==> src/rtl/ierb_pkg.sv <==
// Package: shared types and constants of the ICMPv6 echo request builder.
`timescale 1ns / 1ps
`default_nettype none
package ierb_pkg;

	// Packet layout
	localparam int unsigned WORDS_PER_PKT = 24;
	localparam int unsigned IDX_W         = 5;
	localparam int unsigned CFG_DATA_W    = 64;
	localparam int unsigned CFG_IDX_W     = 3;

	localparam logic [IDX_W-1:0] LAST_IDX = IDX_W'(WORDS_PER_PKT - 1);

	// Fixed header fields
	localparam logic [3:0]  IP_VERSION     = 4'h6;
	localparam logic [15:0] PAYLOAD_LEN    = 16'd8;
	localparam logic [7:0]  NEXT_HDR_ICMP6 = 8'h3A;
	localparam logic [15:0] ECHO_TYPE_CODE = 16'h8000;

	// Checksum seed: payload length + next header + type/code
	localparam logic [15:0] CSUM_SEED = 16'h8042;

	// Register indexes of the configuration port
	localparam logic [CFG_IDX_W-1:0] REG_SRC_HI = 3'd0;
	localparam logic [CFG_IDX_W-1:0] REG_SRC_LO = 3'd1;
	localparam logic [CFG_IDX_W-1:0] REG_DST_HI = 3'd2;
	localparam logic [CFG_IDX_W-1:0] REG_DST_LO = 3'd3;
	localparam logic [CFG_IDX_W-1:0] REG_IDENT  = 3'd4;
	localparam logic [CFG_IDX_W-1:0] REG_FLOW   = 3'd5;
	localparam logic [CFG_IDX_W-1:0] REG_HOP    = 3'd6;

	// Reset values of the registers
	localparam logic [15:0] IDENT_RST = 16'd48879;
	localparam logic [19:0] FLOW_RST  = 20'd782068;
	localparam logic [7:0]  HOP_RST   = 8'd255;

	typedef struct packed {
		logic [63:0] src_hi;
		logic [63:0] src_lo;
		logic [63:0] dst_hi;
		logic [63:0] dst_lo;
		logic [15:0] ident;
		logic [19:0] flow;
		logic [7:0]  hop;
	} cfg_t;

	typedef struct packed {
		logic [15:0]      word;
		logic [IDX_W-1:0] index;
		logic             last;
	} word_t;

endpackage
`default_nettype wire

==> src/rtl/ierb_req_if.sv <==
// Interface: send request channel (valid/ready).
`timescale 1ns / 1ps
`default_nettype none
interface ierb_req_if;
	logic valid;
	logic ready;
	logic send_request;

	modport source (output valid, output send_request, input ready);
	modport sink (input valid, input send_request, output ready);
endinterface
`default_nettype wire

==> src/rtl/ierb_word_if.sv <==
// Interface: packet word channel (valid/ready).
`timescale 1ns / 1ps
`default_nettype none
interface ierb_word_if;
	logic        valid;
	logic        ready;
	logic [15:0] packet_word;
	logic [4:0]  word_index;
	logic        last_word;

	modport source (output valid, output packet_word, output word_index, output last_word,
		input ready);
	modport sink (input valid, input packet_word, input word_index, input last_word,
		output ready);
endinterface
`default_nettype wire

==> src/rtl/ierb_cfg_regs.sv <==
// Configuration register file: addresses, identifier, flow label, hop limit.
`timescale 1ns / 1ps
`default_nettype none
module ierb_cfg_regs (
	input  wire logic                              clk,
	input  wire logic                              arst_n,
	input  wire logic                              cfg_we,
	input  wire logic [ierb_pkg::CFG_IDX_W-1:0]    cfg_index,
	input  wire logic [ierb_pkg::CFG_DATA_W-1:0]   cfg_data,
	output ierb_pkg::cfg_t                         cfg
);
	import ierb_pkg::*;

	cfg_t cfg_q;

	// Register writes; indexes beyond the list are dropped
	always_ff @(posedge clk or negedge arst_n) begin
		if (!arst_n) begin
			cfg_q.src_hi <= '0;
			cfg_q.src_lo <= '0;
			cfg_q.dst_hi <= '0;
			cfg_q.dst_lo <= '0;
			cfg_q.ident  <= IDENT_RST;
			cfg_q.flow   <= FLOW_RST;
			cfg_q.hop    <= HOP_RST;
		end else if (cfg_we) begin
			unique case (cfg_index)
				REG_SRC_HI: cfg_q.src_hi <= cfg_data;
				REG_SRC_LO: cfg_q.src_lo <= cfg_data;
				REG_DST_HI: cfg_q.dst_hi <= cfg_data;
				REG_DST_LO: cfg_q.dst_lo <= cfg_data;
				REG_IDENT:  cfg_q.ident  <= cfg_data[15:0];
				REG_FLOW:   cfg_q.flow   <= cfg_data[19:0];
				REG_HOP:    cfg_q.hop    <= cfg_data[7:0];
				default: ;
			endcase
		end
	end

	assign cfg = cfg_q;

endmodule
`default_nettype wire

==> src/rtl/ierb_word_gen.sv <==
// Word generator: request slot, word counter, sequence number and running checksum.
`timescale 1ns / 1ps
`default_nettype none
module ierb_word_gen (
	input  wire logic          clk,
	input  wire logic          arst_n,
	input  wire ierb_pkg::cfg_t cfg,
	ierb_req_if.sink           req,
	input  wire logic          take,
	output logic               gen_valid,
	output ierb_pkg::word_t    gen_word
);
	import ierb_pkg::*;

	logic             pend_q;
	logic             active_q;
	logic [IDX_W-1:0] idx_q;
	logic [15:0]      seq_q;
	logic [15:0]      acc_q;

	logic        advance;
	logic        finishing;
	logic        start;
	logic        req_xfer;
	logic [15:0] word;
	logic [15:0] term;
	logic [15:0] acc_base;
	logic [16:0] acc_sum;
	logic [15:0] acc_next;

	// One request may wait while a packet is going out
	assign req.ready = !pend_q;
	assign req_xfer  = req.valid && req.ready && req.send_request;

	assign advance   = active_q && take;
	assign finishing = advance && (idx_q == LAST_IDX);
	assign start     = pend_q && (!active_q || finishing);

	// Word select for the current position
	always_comb begin
		word = '0;
		unique case (idx_q)
			5'd0:  word = {IP_VERSION, 8'h00, cfg.flow[19:16]};
			5'd1:  word = cfg.flow[15:0];
			5'd2:  word = PAYLOAD_LEN;
			5'd3:  word = {NEXT_HDR_ICMP6, cfg.hop};
			5'd4:  word = cfg.src_hi[63:48];
			5'd5:  word = cfg.src_hi[47:32];
			5'd6:  word = cfg.src_hi[31:16];
			5'd7:  word = cfg.src_hi[15:0];
			5'd8:  word = cfg.src_lo[63:48];
			5'd9:  word = cfg.src_lo[47:32];
			5'd10: word = cfg.src_lo[31:16];
			5'd11: word = cfg.src_lo[15:0];
			5'd12: word = cfg.dst_hi[63:48];
			5'd13: word = cfg.dst_hi[47:32];
			5'd14: word = cfg.dst_hi[31:16];
			5'd15: word = cfg.dst_hi[15:0];
			5'd16: word = cfg.dst_lo[63:48];
			5'd17: word = cfg.dst_lo[47:32];
			5'd18: word = cfg.dst_lo[31:16];
			5'd19: word = cfg.dst_lo[15:0];
			5'd20: word = ECHO_TYPE_CODE;
			5'd21: word = ~acc_q;
			5'd22: word = cfg.ident;
			5'd23: word = seq_q;
			default: word = '0;
		endcase
	end

	// Checksum term folded in as each word leaves; the fixed fields go in as a seed
	always_comb begin
		term     = '0;
		acc_base = acc_q;
		if (idx_q == '0) begin
			acc_base = CSUM_SEED;
		end else if (idx_q == 5'd1) begin
			term = cfg.ident;
		end else if (idx_q == 5'd2) begin
			term = seq_q;
		end else if (idx_q >= 5'd4 && idx_q <= 5'd19) begin
			term = word;
		end
	end

	// Ones' complement add with end-around carry
	assign acc_sum  = {1'b0, acc_base} + {1'b0, term};
	assign acc_next = acc_sum[15:0] + {15'd0, acc_sum[16]};

	// Control state
	always_ff @(posedge clk or negedge arst_n) begin
		if (!arst_n) begin
			pend_q   <= 1'b0;
			active_q <= 1'b0;
			idx_q    <= '0;
			seq_q    <= '0;
			acc_q    <= '0;
		end else begin
			pend_q <= (pend_q && !start) || req_xfer;
			if (start) begin
				active_q <= 1'b1;
			end else if (finishing) begin
				active_q <= 1'b0;
			end
			if (start) begin
				idx_q <= '0;
			end else if (advance) begin
				idx_q <= idx_q + 5'd1;
			end
			if (finishing) begin
				seq_q <= seq_q + 16'd1;
			end
			if (advance) begin
				acc_q <= acc_next;
			end
		end
	end

	assign gen_valid      = active_q;
	assign gen_word.word  = word;
	assign gen_word.index = idx_q;
	assign gen_word.last  = (idx_q == LAST_IDX);

endmodule
`default_nettype wire

==> src/rtl/ierb_out_reg.sv <==
// Output register: holds one packet word until the receiver takes it.
`timescale 1ns / 1ps
`default_nettype none
module ierb_out_reg (
	input  wire logic            clk,
	input  wire logic            arst_n,
	input  wire logic            gen_valid,
	input  wire ierb_pkg::word_t gen_word,
	output logic                 take,
	ierb_word_if.source          pkt
);
	import ierb_pkg::*;

	logic  valid_q;
	word_t data_q;

	// Load whenever the register is empty or being drained
	assign take = !valid_q || pkt.ready;

	always_ff @(posedge clk or negedge arst_n) begin
		if (!arst_n) begin
			valid_q <= 1'b0;
		end else if (take) begin
			valid_q <= gen_valid;
		end
	end

	// Payload, no reset needed
	always_ff @(posedge clk) begin
		if (take && gen_valid) begin
			data_q <= gen_word;
		end
	end

	assign pkt.valid       = valid_q;
	assign pkt.packet_word = data_q.word;
	assign pkt.word_index  = data_q.index;
	assign pkt.last_word   = data_q.last;

endmodule
`default_nettype wire

==> src/rtl/icmpv6_echo_request_builder_top.sv <==
// Top level: ICMPv6 echo request builder.
//
// Channels: req (sink) carries send_request; a transfer with send_request = 1
// asks for one 48-byte IPv6 packet holding an ICMPv6 echo request, a transfer
// with send_request = 0 is dropped. pkt (source) delivers the packet as 24
// big-endian 16-bit words with word_index 0..23 and last_word on word 23.
// The configuration port (cfg_we, cfg_index, cfg_data) writes addresses,
// identifier, flow label and hop limit; write it only while no packet is out.
// A request waits in the request slot; its words pass the output register.
// Throughput: one word per cycle while pkt does not stall, set by the word
// counter that walks the packet one word at a time. One further request
// is held while a packet is being sent, so packets follow back to back.
// Reset clears the sequence number to 0, loads register defaults and empties
// the request slot and output register. When pkt stalls, the output register
// holds its word and the word counter, checksum and sequence number wait.
`timescale 1ns / 1ps
`default_nettype none
module icmpv6_echo_request_builder_top (
	input  wire logic                              clk,
	input  wire logic                              arst_n,
	ierb_req_if.sink                               req,
	ierb_word_if.source                            pkt,
	input  wire logic                              cfg_we,
	input  wire logic [ierb_pkg::CFG_IDX_W-1:0]    cfg_index,
	input  wire logic [ierb_pkg::CFG_DATA_W-1:0]   cfg_data
);
	import ierb_pkg::*;

	cfg_t  cfg;
	word_t gen_word;
	logic  gen_valid;
	logic  take;

	ierb_cfg_regs u_cfg (
		.clk       (clk),
		.arst_n    (arst_n),
		.cfg_we    (cfg_we),
		.cfg_index (cfg_index),
		.cfg_data  (cfg_data),
		.cfg       (cfg)
	);

	ierb_word_gen u_gen (
		.clk       (clk),
		.arst_n    (arst_n),
		.cfg       (cfg),
		.req       (req),
		.take      (take),
		.gen_valid (gen_valid),
		.gen_word  (gen_word)
	);

	ierb_out_reg u_out (
		.clk       (clk),
		.arst_n    (arst_n),
		.gen_valid (gen_valid),
		.gen_word  (gen_word),
		.take      (take),
		.pkt       (pkt)
	);

endmodule
`default_nettype wire
==> src/flat_wrapper.sv <==
// flat-port wrapper written by rule: the top's interface ports become plain ports
module icmpv6_echo_request_builder_top_flat import ierb_pkg::*;
  (clk, arst_n, cfg_we, cfg_index, cfg_data, req_valid, req_send_request, req_ready, pkt_valid, pkt_packet_word, pkt_word_index, pkt_last_word, pkt_ready);
  ierb_req_if req_i ();
  ierb_word_if pkt_i ();
  input  wire logic clk;
  input  wire logic arst_n;
  input  wire logic cfg_we;
  input  wire logic [ierb_pkg::CFG_IDX_W-1:0] cfg_index;
  input  wire logic [ierb_pkg::CFG_DATA_W-1:0] cfg_data;
  input wire logic [$bits(req_i.valid)-1:0] req_valid;
  input wire logic [$bits(req_i.send_request)-1:0] req_send_request;
  output wire logic [$bits(req_i.ready)-1:0] req_ready;
  output wire logic [$bits(pkt_i.valid)-1:0] pkt_valid;
  output wire logic [$bits(pkt_i.packet_word)-1:0] pkt_packet_word;
  output wire logic [$bits(pkt_i.word_index)-1:0] pkt_word_index;
  output wire logic [$bits(pkt_i.last_word)-1:0] pkt_last_word;
  input wire logic [$bits(pkt_i.ready)-1:0] pkt_ready;
  assign req_i.valid = req_valid;
  assign req_i.send_request = req_send_request;
  assign req_ready = req_i.ready;
  assign pkt_valid = pkt_i.valid;
  assign pkt_packet_word = pkt_i.packet_word;
  assign pkt_word_index = pkt_i.word_index;
  assign pkt_last_word = pkt_i.last_word;
  assign pkt_i.ready = pkt_ready;
  icmpv6_echo_request_builder_top u_core (.clk(clk), .arst_n(arst_n), .req(req_i), .pkt(pkt_i), .cfg_we(cfg_we), .cfg_index(cfg_index), .cfg_data(cfg_data));
endmodule
==> config.mk <==
export PLATFORM = sky130hd
export DESIGN_NAME = icmpv6_echo_request_builder_top_flat
export DESIGN_NICKNAME = d
export VERILOG_FILES = /design/src/rtl/ierb_pkg.sv /design/src/rtl/ierb_req_if.sv /design/src/rtl/ierb_word_if.sv /design/src/rtl/ierb_cfg_regs.sv /design/src/rtl/ierb_word_gen.sv /design/src/rtl/ierb_out_reg.sv /design/src/rtl/icmpv6_echo_request_builder_top.sv /design/src/flat_wrapper.sv
export SDC_FILE = /design/constraint.sdc
export NUM_CORES = 1
export LEC_CHECK = 0
export BUFFER_PORTS_ARGS = -buffer_cell sky130_fd_sc_hd__buf_2
export CAP_MARGIN = 20
export CORE_UTILIZATION = 55
export CTS_CLUSTER_SIZE = 10
export DETAILED_ROUTE_END_ITERATION = 6
export PLACE_DENSITY = 0.84
export REMOVE_ABC_BUFFERS = 1
export SKIP_CTS_REPAIR_TIMING = 1
export SYNTH_ARGS = -nofsm -noshare
export SYNTH_HDL_FRONTEND = slang
export SYNTH_SLANG_ARGS = --single-unit
==> constraint.sdc <==
create_clock -name clk -period 6.5 [get_ports clk]
set_clock_uncertainty 0.15 [all_clocks]
set_input_delay 1.625 -clock clk [delete_from_list [all_inputs] [get_ports clk]]
set_output_delay 1.625 -clock clk [all_outputs]
set_load 0.05 [all_outputs]
== After elaboration in Yosys (flattened, before gate mapping) ==
Index checks and enable logic that the tools add are counted.
W data, S select, Z words.
Word-level totals
  output and inout bits: 24
  register bits after elaboration: 362
Operators by class
  multiplexer cells: 10
  bitwise operators: 1
  reduce and logical (&&, ||, !) cells: 25
  add/subtract/negate cells: 4
  $lt $le $gt $ge: 2
  equality and inequality tests: 29
Operators with widths (number)
  $pmux W16 S24: 1
  $mux W16: 5
  $eq A5 B4 Y1 const B: 8
  $eq A5 B5 Y1 const B: 8
  $eq A5 B3 Y1 const B: 4
  $add A16 B16 Y17: 1
  $add A16 B1 Y16: 1
  $add A16 B1 Y16 const B: 1
  $not A16 Y16: 1
  $reduce_and A2 Y1: 7
  $eq A5 B2 Y1 const B: 2
  $mux W5: 2
  $eq A3 B3 Y1 const B: 3
  $logic_and A1 B1 Y1: 7
  $eq A3 B2 Y1 const B: 2
  $add A5 B1 Y5 const B: 1
  $eq A5 B1 Y1 const B: 1
  $ge A5 B3 Y1 const B: 1
  $le A5 B5 Y1 const B: 1
  $logic_not A5 Y1: 1
  $logic_not A1 Y1: 4
  $reduce_bool A2 Y1: 2
  $eq A3 B1 Y1 const B: 1
  $logic_not A3 Y1: 1
  2 further kinds: 5

== Logic depth before layout (Yosys ltp) ==
Gate-level depths: netlist of the first run.
  word-level depth: 9
  gate-level depth with buffers: 26
  depth with buffers taken out: 25

== Cells and area by module ==
Synthesis of the first run repeated with hierarchy kept, for this count alone.
Second synthesis, totals
  cells, all modules: 1359
  area, all modules: 17812.1 um2
Modules (own cells, without submodules)
  ierb_cfg_regs: sequential area each 7551.0 um2, area an instance 11811.3 um2, times used 1, cells each 639
  ierb_word_gen: sequential area each 975.9 um2, area an instance 5286.3 um2, times used 1, cells each 694
  ierb_out_reg: sequential area each 685.7 um2, area an instance 714.4 um2, times used 1, cells each 26

== Worst setup path before layout of the first run ==
OpenSTA, ideal clock, no wires.
  kind: reg2reg
  start point: register u_core.u_gen.idx_q[2]
  end point: register u_core.u_gen.acc_q[14]
  data required time: 6255 ps
  stages on the path, launching flop included: 27
  library setup time: 95 ps
  slack: 1227 ps
  path buffers: 3
  arrival: 5027 ps
  cells stage by stage: dfrtp_1 -> clkbuf_1 -> and3_1 -> ha_1 -> buf_1 -> clkbuf_1 -> a22oi_1 -> nand4_1 -> nor2_1 -> nand3_1 -> a221oi_1 -> nor3_1 -> ha_1 -> inv_1 -> fa_1 -> nand2b_1 -> a21oi_1 -> o211ai_1 -> a31oi_1 -> a21o_1 -> a21o_1 -> ha_1 -> ha_1 -> nand2_1 -> or4_4 -> o31a_1 -> o31ai_1
RTL lines
  start, declared: RTL line ierb_word_gen.sv:17  | logic [IDX_W-1:0] idx_q;
  start signal, assigned: RTL line ierb_word_gen.sv:108  | idx_q <= idx_q + 5'd1;
  end signal, assigned: RTL line ierb_word_gen.sv:114  | acc_q <= acc_next;
  end, declared: RTL line ierb_word_gen.sv:19  | logic [15:0] acc_q;

==> results of run 1 <==
metrics by stage:
step           instances  area (µm²)
5_1_grt             1852       19200
6_report            1852       19200
3_5_place_dp        1783       18000
2_1_floorplan       1248       16600
4_1_cts             1852       19200
3_3_place_gp        1783       18000
how the worst min path moves through the flow:
stage / end / start / slack (ns) / cells after the start
final: u_core.u_gen.acc_q[8] / u_core.u_gen.acc_q[8] / 0.34 / 2
after CTS: u_core.u_gen.acc_q[8] / u_core.u_gen.acc_q[8] / 0.34 / 2
after detailed placement: u_core.u_gen.acc_q[8] / u_core.u_gen.acc_q[8] / 0.33 / 2
after global placement: u_core.u_gen.gen_valid / u_core.u_gen.pend_q / 0.32 / 2
after floorplan: u_core.u_gen.acc_q[0] / u_core.u_gen.acc_q[0] / 0.30 / 2
after global routing: u_core.u_cfg.cfg[46] / u_core.u_cfg.cfg[46] / 0.36 / 1
layout by cell type (no fill, tap or decap), drive strengths merged, types with 22 or more instances in the layout:
master / instances
dfrtp: 305
mux2: 301
buf: 145
clkbuf: 67
nand2: 64
a221oi: 60
nor2: 51
a22oi: 41
dfstp: 35
a22o: 30
o21ai: 29
nor3: 29
xnor2: 28
and3: 26
ha: 24
nand3: 23
edfxtp: 22
cell type report:
cell class	instances	area share, %
multi-input cells	873	38.3
clock inverters	2	0.0718
clock buffers	67	6.19
inverters	13	0.255
well taps	390	2.55
repair buffers	145	4.54
flip-flops and latches	362	48.1
kinds of logic after synthesis:
| family | Yosys count | synth area share, % |
|---|---|---|
| XOR/XNOR | 39 | 2.03 |
| AND/OR/NAND/NOR | 268 | 8.09 |
| adder cells (fa/ha/maj) | 25 | 1.90 |
| AO/OA/AOI/OAI | 238 | 11.1 |
| flip-flops | 362 | 54.7 |
| multiplexers | 303 | 20.2 |
| buffers and inverters | 89 | 2.03 |
where the power goes:
| group | total (mW) | leakage (nW) | switching (mW) | internal [mW] |
|---|---|---|---|---|
| logic | 2.86 | 3.36 | 1.71 | 1.15 |
| registers | 3.29 | 4.28 | 0.390 | 2.90 |
| clock network | 2.11 | 0.579 | 0.873 | 1.24 |
routing by layer:
metal	global-route usage (%)	vias up	share of wire (%)
met3	8.81	170	10
met1	41.3	6273	39
li1	-	5225	-
met4	14.6	2	4.7
met2	49.1	738	46
met5	0	-	0.017
worst reg2reg max path: cells and delay by family, from the launching register on:
| family | cells | cell delay (ns) |
|---|---|---|
| adders and majority gates | 4 | 1.02 |
| and+or+nand+nor | 7 | 2.48 |
| DFF | 1 | 0.54 |
| AOI/OAI and AO/OA | 9 | 1.78 |
| buffers and inverters | 1 | 0.07 |
state kept, by name, summed over array words and instances (netlist names):
| register | cells |
|---|---|
| u_core.u_gen.acc_q | 16 |
| u_core.u_out.pkt.last_word | 1 |
| u_core.u_gen.seq_q | 16 |
| u_core.u_gen.idx_q | 5 |
| u_core.u_gen.gen_valid | 1 |
| u_core.u_cfg.cfg | 300 |
| u_core.u_out.pkt.word_index | 5 |
| u_core.u_out.pkt.valid | 1 |
| u_core.u_gen.pend_q | 1 |
| u_core.u_out.pkt.packet_word | 16 |
==> summary.md, run 1 <==
The flow ran to the end, and the final reports show no timing, DRC or antenna violations. After floorplanning, the core was divided into 63 placement rows. At the pin with the least slew margin, the transition time is 1.05 ns. The count of input and output buffers was 96.

The fraction of synthesis flops using an asynchronous set or reset pin is 93.9%, and the count of warnings emitted by yosys is 0. On the critical path, the stage with the largest delay is an instance of sky130_fd_sc_hd__and3_1. The tools report the timing startpoint of the critical path as u_core.u_gen.idx_q[2]. The synthesized design spends more area on one cell type than any other, namely sky130_fd_sc_hd__dfrtp_1. The run gives 29.8% as the normalized max-slew margin.

The vertical extent of the die works out to 177 µm. The depth of the critical timing path with buffers and inverters included was 21; the core occupancy in the finished layout was 64.1%. Synthesis inferred 362 register bits. The run gives 0.54 ns as the later-pin clock latency in the skew report. After detailed routing, the number of vias per cell comes to 6.70. Derived from the worst setup path, the maximum achievable clock frequency is 164 MHz. The run gives 1535 as the net count of the finished layout. The remaining antenna violation count after routing is 0. The cell occurring most often along the worst timing path was sky130_fd_sc_hd__ha_1.

Among all flip-flop cells after synthesis, the most frequent one is sky130_fd_sc_hd__dfrtp_1. The tools report the count of fill cells added during filler insertion as 2199. The logs give 0.0169 mm² for the summed instance area of the synthesized netlist and 48.3 mm for the total routed wirelength. Ranked by total cell area, the synthesized netlist is headed by sky130_fd_sc_hd__dfrtp_1 45%, sky130_fd_sc_hd__mux2_2 20%, sky130_fd_sc_hd__dfstp_2 5.5%. The required arrival time at the worst endpoint is 6.80 ns.

The logs give 0 for the residual overflow from global routing and 54.7% for the sequential-to-total area share from yosys stat. Setup slack on the worst reg-to-reg path comes out at 0.40 ns. Data arrives at the worst endpoint at 6.39 ns. The tools report the number of cells produced by synthesis as 1324. OpenSTA, run right after detailed placement, puts the worst setup slack at 0.532 ns. For this design the ratio of total power to cell area is 431 mW/mm². The tree built by TritonCTS fans out to 362 sinks. STA classifies the critical path startpoint as a flop. In this run the critical register-to-register path is captured at u_core.u_gen.acc_q[14]. By count the netlist is led by 305 x sky130_fd_sc_hd__dfrtp_1, 301 x sky130_fd_sc_hd__mux2_2, 74 x sky130_fd_sc_hd__clkbuf_1.

The cell type group with the largest total delay on the critical path was simple AND/OR/NAND/NOR gates. The number of antenna violations at the first check in global routing is 1, and the share of layout cells above drive strength 1 is 37.1%. At the end of routability-driven placement, the weighted congestion stood at 1.05. The buffers plus inverters on the worst setup path is 1. The detailed router finished its first iteration with 1290 violations. After synthesis, the largest area contributor takes up 45.3% of total cell area. The run gives 0 as the hold violation total from the final report. Setup violations remaining at the end of the flow were counted as 0. The highest ir drop seen on vdd is 0.234 mV. The worst setup path category was flop to flop. After detailed routing, the average wire length per cell comes to 26.1 µm. After routing, the total negative slack on setup checks comes to 0 ns. The worst hold path belongs to the class flop to flop. Traced cell by cell, the critical path runs through nor2_1 -> and3_1 -> a222oi_1 -> nand3_1 -> a221oi_1 -> nor3_1 -> ha_1 -> inv_1 -> fa_1 -> nand2b_1 -> a21oi_1 -> o211ai_1 -> a31oi_1 -> a21o_1 -> a21o_1 -> ha_1 -> ha_1 -> nand2_1 -> or4_4 -> o31a_1 -> o31ai_1.

The overall die width is 177 µm. The number of max-slew violations in the final report came out at 0. The first-pass GRT wire length was 74.4 mm; the area growth from synthesis to layout was 13.7%.

The type of element capturing the critical path was a flop. The via count of the first global-routing pass is 12605. The final setup slack of the worst path is 0.403 ns, and the count of flip-flops with a built-in enable after synthesis is 22.

The worst register-to-register path begins at u_core.u_gen.idx_q[2]. The routed layout has 12408 vias. The number of CTS-inserted buffers is 42. The area used by sequential logic in the layout is 0.00921 mm², and the count of distinct cell types in the synthesized netlist is 60. Hold timing on the final database bottoms out at a slack of 0.343 ns. The maximum fanout along the worst path was 13; the largest stage delay on the critical path was 0.79 ns. TritonCTS built the clock tree.

Multi-input logic area: 0.00734 mm². Summed over all cells, the static leakage comes to 8.21 nW. In this run the standard cell core region covers 0.0299 mm².

In the finished design, the share of the clock period the worst path needs comes to 93.8%. The area enclosed by the die boundary is 0.0314 mm², and the remaining design rule violation count is 0. The initial utilization of the core area, before any placement, comes to 56.4%. The first detailed-routing pass ran for 7 iterations. Dominant cell by count in the synthesized netlist: sky130_fd_sc_hd__dfrtp_1.

The run gives 31.7% as the all-layer global routing usage. The tool flagged a number of max-cap violations equal to 0. Clock tree synthesis selected as its root buffer the cell sky130_fd_sc_hd__clkbuf_16. After clock tree synthesis, the clock-pin slew on the worst setup and hold paths is 0.06 ns. Largest net degree at the start of global routing: 113. The number of diodes added for antenna fixing is 0.

No sink is reached through more buffers than the 3 on the longest clock path. The tools report the estimated wirelength of the detail-placed design as 31.4 mm. CTS built an H-tree with a depth of 2. The post-synthesis area per instance was 12.7 µm².

The critical path ends at u_core.u_gen.acc_q[14]. The tools report the number of top-level pins as 97. The post-layout minimum cycle time was 6.10 ns. Measured in cells, the most critical reg-to-reg path has a length of 21. Setup repair after global routing left no endpoint under its margin. The total power of the final layout is 8.26 mW.
Power figures use the tool's default switching activity.
==> run 2, diff against run 1 <==
--- a/config.mk
+++ b/config.mk
@@ -5,12 +5,13 @@
 export SDC_FILE = /design/constraint.sdc
 export NUM_CORES = 1
 export LEC_CHECK = 0
+export ABC_AREA = 1
 export BUFFER_PORTS_ARGS = -buffer_cell sky130_fd_sc_hd__buf_2
 export CAP_MARGIN = 20
-export CORE_UTILIZATION = 55
+export CORE_UTILIZATION = 45
 export CTS_CLUSTER_SIZE = 10
 export DETAILED_ROUTE_END_ITERATION = 6
-export PLACE_DENSITY = 0.84
+export PLACE_DENSITY = 0.73
 export REMOVE_ABC_BUFFERS = 1
 export SKIP_CTS_REPAIR_TIMING = 1
 export SYNTH_ARGS = -nofsm -noshare
==> run 2 against run 1 <==
Net effect:
- synthesized cell count is 60% higher
- register-to-register slack improved by 0.31 ns
- total power increased by 3.6%
- highest routed layer is now met4
- critical endpoint is now u_core.u_gen.acc_q[12]
==> summary.md, run 2 <==
The critical-path cell with the highest stage delay was sky130_fd_sc_hd__nor2_2. Setup repair after global routing left no endpoint under its margin. The weighted congestion at the end of routability-driven global placement is 1.05 (-0.64%).

The setup-violating endpoint count in the final report is 0 (unchanged). Leaving out fill and tap cells, the most frequent cell in the layout is sky130_fd_sc_hd__nand2_1. Final cycle utilization of the critical path: 89.0% (-4.8 points). The clock transition time at the flip-flop clock pins of the worst setup and hold paths is 0.05 ns (about the same).

The first-pass GRT wire length is 81.0 mm (+8.9%), and the net count of the finished layout is 2275 (+48%). The estimated wirelength of the detail-placed design is 34.3 mm (+9.1%). STA classifies the critical path endpoint as a flop.

The number of antenna violations at the first check in global routing was 1 (unchanged). The logs give 8.55 mW (+3.6%) for the total power of the final layout and 71 (+13%) for the number of standard-cell rows in the floorplan. The fraction of post-synthesis cell area in the top cell type by area works out to 44.0% (-1.3 points). In the post-synthesis netlist, the biggest area contributors are sky130_fd_sc_hd__dfrtp_1 44%, sky130_fd_sc_hd__nand2_1 15%, sky130_fd_sc_hd__o21ai_0 10%. Number of cells produced by synthesis: 2116 (+60%).

The count of flip-flops with a built-in enable after synthesis is 22 (unchanged), and the post-layout minimum cycle time is 5.79 ns (-0.309 ns). The tools report the start point of the worst hold path as u_core.u_gen.seq_q[5]. The remaining antenna violation count after routing is 0 (unchanged). The tools report the maximum level of the CTS H-tree as 2 (unchanged). The count of input and output buffers came out at 96 (unchanged). The later-pin clock latency in the skew report was 0.54 ns (about the same).

Fraction of synthesis flops using an asynchronous set or reset pin: 93.9% (unchanged). Startpoint of the lowest-slack register-to-register path: u_core.u_gen.idx_q[1]. The count of distinct cell types in the synthesized netlist was 46 (-23%).

Slew at the pin with the worst max-slew slack: 1.12 ns (+0.0688 ns). The max-capacitance violation count is 0 (unchanged). The CTS root buffer was sky130_fd_sc_hd__clkbuf_16.

The number of top-level pins was 97 (unchanged). The maximum fanout along the worst path was 10 (-3); the overall die width was 198 µm (+12%). The number of CTS-inserted buffers came out at 42 (unchanged). The critical path in this run is classified as flop to flop. The post-synthesis area per instance was 8.19 µm² (-36%). The tools report the area enclosed by the die boundary as 0.0393 mm² (+25%).

The violation count after the first detailed-routing iteration is 1794 (+39%). The number of vias per cell after detailed routing was 5.53 (-17%); the via count of the first global-routing pass was 14196 (+13%). For the core area, the log shows 0.0378 mm² (+26%).

From synthesis to final layout, the design area changed by 12.2%. The flip-flop count of the largest register, all copies and words added works out to 300 (unchanged). The run gives 27.3% (-4.4 points) as the all-layer global routing usage. The arrival time of the worst setup path is 6.01 ns (-0.38 ns).

The run finished with clean final reports. Kind of start point of the critical path: a flop. The share of layout cells above drive strength 1 was 11.3% (-26 points). The logs give 0 (unchanged) for the hold violation total from the final report and 25.2% (-4.7 points) for the normalized max-slew margin. By count the netlist is led by 700 x sky130_fd_sc_hd__nand2_1, 359 x sky130_fd_sc_hd__o21ai_0, 305 x sky130_fd_sc_hd__dfrtp_1.

TritonCTS built the clock tree. The largest stage delay on the critical path works out to 0.75 ns (-0.04 ns). For the largest net degree at the start of global routing, the log shows 168 (+49%). The number of sinks driven by the clock tree was 362 (unchanged); the total power per unit cell area was 440 mW/mm² (+2.0%).

The register bit total from synthesis is 362 (unchanged), and the number of diodes added for antenna fixing is 0 (unchanged). In the layout the commonest cells are 697 x sky130_fd_sc_hd__nand2_1, 359 x sky130_fd_sc_hd__o21ai_0, 305 x sky130_fd_sc_hd__dfrtp_1. The tools report the total routed wirelength as 52.5 mm (+8.7%). The achievable clock frequency was 173 MHz (+5.3%). Effective utilization at floorplan: 45.9% (-10 points).

Summed instance area of the synthesized netlist: 0.0173 mm² (+2.9%). The cell type with the highest aggregate area in the netlist was sky130_fd_sc_hd__dfrtp_1. The run gives 0 (unchanged) as the number of max-slew violations in the final report. Yosys instantiated no cell more often than sky130_fd_sc_hd__nand2_1. The leakage power was 9.47 nW (+15%); the residual overflow from global routing was 0 (unchanged). The routed wirelength normalized by instance count works out to 19.3 µm (-26%). The cell occurring most often along the worst timing path was sky130_fd_sc_hd__nand2_1. The final-layout setup total negative slack was 0 ns (unchanged). The most used flip-flop cell after synthesis is sky130_fd_sc_hd__dfrtp_1. The highest ir drop seen on vdd is 0.196 mV (-16%). The core occupancy in the finished layout came out at 51.5% (-13 points). The run gives 6.73 ns (-0.07 ns) as the required arrival time at the worst endpoint. For the maximum number of buffers from clock root to sink, the log shows 3 (unchanged). The worst hold-check path type is flop to flop. The timing startpoint of the critical path is u_core.u_gen.idx_q[1]. Vertical extent of the die: 198 µm (+12%). First-pass iteration count of the detailed router: 6 (-1). The tools report the sequential-to-total area share from yosys stat as 53.1% (-1.5 points). Remaining design rule violation count: 0 (unchanged). The logs give 15028 (+21%) for the number of vias in the routed layout and 0 (unchanged) for the count of warnings emitted by yosys.
## run 2: cell types whose count changed after synthesis, sizes merged, moves of 41 or more
cell and change:
a221oi -45, a22oi -41, inv +178, mux2 -301, nand2 +641, nand3 +52
nor2 +64, o21ai +332
## run 2: per-layer routing
metal | track usage [%] | share of wire (%) | up-vias
li1 | - | - | 7032
met1 | 37.4 | 42 | 7198
met2 | 42.8 | 45 | 659
met3 | 4.60 | 8.1 | 139
met4 | 11.4 | 4.3 | 0
met5 | 0 | 0 | -
## run 2: layout make-up
type / instances / area (µm²)
fillers: 3614 / 18300
clock inverters: 1 / 8.76
flip-flops and latches: 362 / 9210
repair buffers: 114 / 638
multi-input cells: 1466 / 7040
well taps: 511 / 639
clock buffers: 72 / 1200
inverters: 191 / 717
## run 2: worst paths after layout
path	endpoint	slack, ns	depth (start not counted)
setup / recovery	u_core.u_gen.acc_q[12]	0.71	32
hold / removal	u_core.u_gen.seq_q[5]	0.32	1
setup reg to reg	u_core.u_gen.acc_q[12]	0.71	32
hold reg to reg	u_core.u_gen.seq_q[5]	0.32	1
max in group asynchronous	u_core.u_cfg.cfg[188]	3.76	2
min in group asynchronous	u_core.u_cfg.cfg[279]	0.93	1
## run 2: report_power, final
| group | internal [mW] | switching, mW |
|---|---|---|
| Clock | 1.25 | 0.906 |
| Combinational | 0.968 | 2.28 |
| Sequential | 2.83 | 0.324 |
| Total | 5.05 | 3.51 |
## run 2: cells by family (layout without fill, tap and decap cells)
family / Yosys count / in the layout / share of synthesized area [%]
adders and majority gates: 25 / 25 / 1.85
AOI/OAI and AO/OA: 448 / 448 / 14.1
xor gates and xnor gates: 19 / 19 / 0.960
and+or+nand+nor: 974 / 974 / 23.5
DFF: 362 / 362 / 53.1
buffers and inverters: 288 / 378 / 6.51
## run 2: critical path: cells and delay by family, from the launching register on
family / cells / cell delay (ns)
AO/OA/AOI/OAI: 4 / 0.39
adder cells (fa/ha/maj): 5 / 1.20
buffers and inverters: 5 / 0.76
flip-flops: 1 / 0.43
AND/OR/NAND/NOR: 18 / 2.71
## run 2: metrics by stage
stage / hold slack [ns] / instance area [µm²] / std cells / setup WS (ns)
CTS: 0.317 / 19500 / 2717 / 0.758
finish: 0.317 / 19500 / 2717 / 0.713
global placement: 0.304 / 18200 / 2644 / 0.903
floorplan: 0.292 / 16900 / 2019 / 1.71
global route: 0.332 / 19500 / 2717 / 0.341
detailed placement: 0.307 / 18200 / 2644 / 0.858
==> run 3, diff against run 2 <==
==> constraint.sdc (replaced) <==
create_clock -name clk -period 6.5 [get_ports clk]
set_clock_uncertainty 0.15 [all_clocks]
set_input_delay 1.3 -clock clk [delete_from_list [all_inputs] [get_ports clk]]
set_output_delay 1.3 -clock clk [all_outputs]
set_load 0.05 [all_outputs]
==> run 3 against run 2 <==
Net effect:
- wire length is 0.98% higher
- die area stayed put
- first-iteration DRC count decreased by 11%
- global-route usage grew 0.37 points
- combinational power is essentially flat
- sequential share of layout area decreased by 0.28 points
- cell count is 0.26% higher
- maximum frequency increased by 1.3%
- clock power is 6% higher
- critical endpoint unchanged
- flip-flop and latch count stayed put
- clock-buffer cell count rose by 2
- largest power group unchanged
- non-clock buffer count grew 1
==> summary.md, run 3 (same netlist as run 2, synthesis figures left out) <==
In this design, the critical path's most frequently occurring cell is sky130_fd_sc_hd__nand2_1. The run gives 37.5% (-0.4 points) as the share of power burned in combinational logic. The tools report the met2 track demand over resource as 43.4% (+0.58 points).

The run finished with clean final reports. The effective utilization at floorplan was 45.9% (unchanged); the area enclosed by the die boundary was 0.0393 mm² (unchanged). The switching portion of total power works out to 40.8% (-0.20 points). For the met3 usage in global routing, the log shows 4.97% (+0.37 points).

The logs give 14458 (+1.8%) for the via count of the first global-routing pass and 0 (unchanged) for the hold violation total from the final report. For the core area, the log shows 0.0378 mm² (unchanged). The total power per unit cell area came out at 444 mW/mm² (+0.98%). The largest stage delay on the critical path was 0.74 ns (about the same).

The slew at the pin with the worst max-slew slack was 1.08 ns (-0.0449 ns); the maximum number of buffers from clock root to sink was 3 (unchanged). The cell type group with the largest total delay on the critical path was simple AND/OR/NAND/NOR gates. Final cycle utilization of the critical path: 87.9% (-1.1 points). For the number of sinks driven by the clock tree, the log shows 362 (unchanged). Commonest non-fill, non-tap cell in the layout: sky130_fd_sc_hd__nand2_1. The critical-path cell with the highest stage delay was sky130_fd_sc_hd__nor2_2. The number of diodes added for antenna fixing was 0 (unchanged); the net count of the finished layout was 2277 (+0.088%). For the number of top-level pins, the log shows 97 (unchanged). The flip-flop count of the largest register, all copies and words added is 300 (unchanged), and the buffers plus inverters on the worst setup path is 5 (unchanged).

The part of the power in registers was 36.3% (-0.6 points); the clock transition time at the flip-flop clock pins of the worst setup and hold paths was 0.05 ns (about the same). The vertical extent of the die is 198 µm (unchanged), and the number of max-slew violations in the final report is 0 (unchanged). Met1 global-route usage: 37.8% (+0.40 points). In the layout the commonest cells are 697 x sky130_fd_sc_hd__nand2_1, 359 x sky130_fd_sc_hd__o21ai_0, 305 x sky130_fd_sc_hd__dfrtp_1. The achievable clock frequency is 175 MHz (+1.3%), and the normalized max-slew margin is 28.2% (+3.0 points).

The tools report the number of vias in the routed layout as 15098 (+0.47%). The tools report the CTS root buffer as sky130_fd_sc_hd__clkbuf_16. The maximum level of the CTS H-tree was 2 (unchanged). The routed wirelength normalized by instance count is 19.5 µm (+0.72%), and the count of fill cells added during filler insertion is 3601 (-0.36%). TritonCTS built the clock tree. The clock power share came out at 26.2% (+1.0 points).

The first-pass iteration count of the detailed router is 5 (-1), and the remaining antenna violation count after routing is 0 (unchanged). From synthesis to final layout, the design area changed by 12.9%. The run gives 27.6% (+0.37 points) as the all-layer global routing usage.

The run gives 8.69 mW (+1.6%) as the total power of the final layout. Later-pin clock latency in the skew report: 0.55 ns (about the same). The worst hold slack after final layout came out at 0.316 ns (-0.00137 ns).

The path class of the tightest hold or removal check is flop to flop. The layer flagged by global routing as most heavily used is met2. The maximum fanout along the worst path is 10 (unchanged), and the core occupancy in the finished layout is 51.9% (+0.31 points). Overall die width: 198 µm (unchanged). The run gives 0 (-1) as the number of antenna violations at the first check in global routing. The max-capacitance violation count was 0 (unchanged). The standard cell area after detailed placement is 0.0183 mm² (+0.15%).

The run gives 71 (unchanged) as the number of standard-cell rows in the floorplan. The tools report the type of element capturing the critical path as a flop. The estimated wirelength of the detail-placed design is 34.6 mm (+0.92%). The violation count after the first detailed-routing iteration is 1600 (-11%), and the final-layout setup total negative slack is 0 ns (unchanged).

The run gives 82.3 mm (+1.6%) as the first-pass GRT wire length. The switching power is 3.55 mW (+1.1%). The logs give 1.02 (-2.4%) for the weighted congestion at the end of routability-driven global placement and 9.52 nW (+0.57%) for the leakage power. The arrival time of the worst setup path was 5.95 ns (-0.06 ns); the highest ir drop seen on vdd was 0.233 mV (+19%). The tools report the number of CTS-inserted buffers as 43 (+2.4%). The post-layout minimum cycle time was 5.71 ns (-0.0741 ns); the residual overflow from global routing was 0 (unchanged). For the total routed wirelength, the log shows 53.0 mm (+0.98%). The tools report the kind of start point of the critical path as a flop. The share of layout cells above drive strength 1 is 11.4% (+0.15 points). The tools report the largest net degree at the start of global routing as 135 (-20%). For the register-to-register setup slack, the log shows 0.79 ns (+0.07 ns).

Setup repair after global routing left no endpoint under its margin. The remaining design rule violation count came out at 0 (unchanged). The number of vias per cell after detailed routing works out to 5.54 (+0.21%).

The tools report the required arrival time at the worst endpoint as 6.74 ns (about the same). Count of input and output buffers: 96 (unchanged). The critical path is of the flop to flop type. Setup-violating endpoint count in the final report: 0 (unchanged). The cell internal power dissipation is 5.14 mW (+1.9%), and the final design area excluding fillers is 0.0196 mm² (+0.60%).
-- run 3: cell types whose count changed in the layout (fill, tap and decap cells not counted) --
cell | previous run | this run
sky130_fd_sc_hd__clkbuf_1 | 27 | 30
sky130_fd_sc_hd__clkbuf_16 | 43 | 44
sky130_fd_sc_hd__buf_16 | 0 | 1
sky130_fd_sc_hd__bufinv_16 | 0 | 2
sky130_fd_sc_hd__clkbuf_8 | 2 | 0
sky130_fd_sc_hd__clkinv_2 | 0 | 1
sky130_fd_sc_hd__clkinv_8 | 0 | 1
-- run 3: final cells by class --
type / instances / area [µm²] / share of cell area (%)
inverters: 191 / 717 / 3.66
clock buffers: 74 / 1210 / 6.20
clock inverters: 5 / 90.1 / 0.460
flip-flops and latches: 362 / 9210 / 47.1
repair buffers: 115 / 666 / 3.40
multi-input cells: 1466 / 7040 / 36.0
well taps: 511 / 639 / 3.27
-- run 3: worst paths after layout --
kind,start,end,depth (start not counted)
min reg2reg,u_core.u_gen.seq_q[13],u_core.u_gen.seq_q[13],1
min,u_core.u_gen.seq_q[13],u_core.u_gen.seq_q[13],1
min in group asynchronous,arst_n,u_core.u_cfg.cfg[71],1
max in group asynchronous,arst_n,u_core.u_cfg.cfg[98],2
max,u_core.u_gen.idx_q[0],u_core.u_gen.acc_q[12],32
max reg2reg,u_core.u_gen.idx_q[0],u_core.u_gen.acc_q[12],32
-- run 3: through the flow --
step                      worst slack [ns]  std cells
after global placement               0.932       2644
after detailed placement             0.903       2645
final                                0.787       2724
after floorplan                       1.71       2019
after global routing                 0.279       2724
after CTS                            0.879       2724
-- run 3: layer usage --
layer	vias to the layer above	routed length, µm
met2	705	23900
met3	143	4620
met1	7223	22400
li1	7027	-
met5	-	0
met4	0	2120
-- run 3: power by group through the flow --
stage,Sequential (mW),Combinational (mW),Clock [mW]
2_1_floorplan,3.28,2.00,0
3_3_place_gp,3.16,3.17,0
3_5_place_dp,3.17,3.19,0
4_1_cts,3.14,3.21,2.29
5_1_grt,3.20,3.60,2.39
6_report,3.15,3.26,2.28
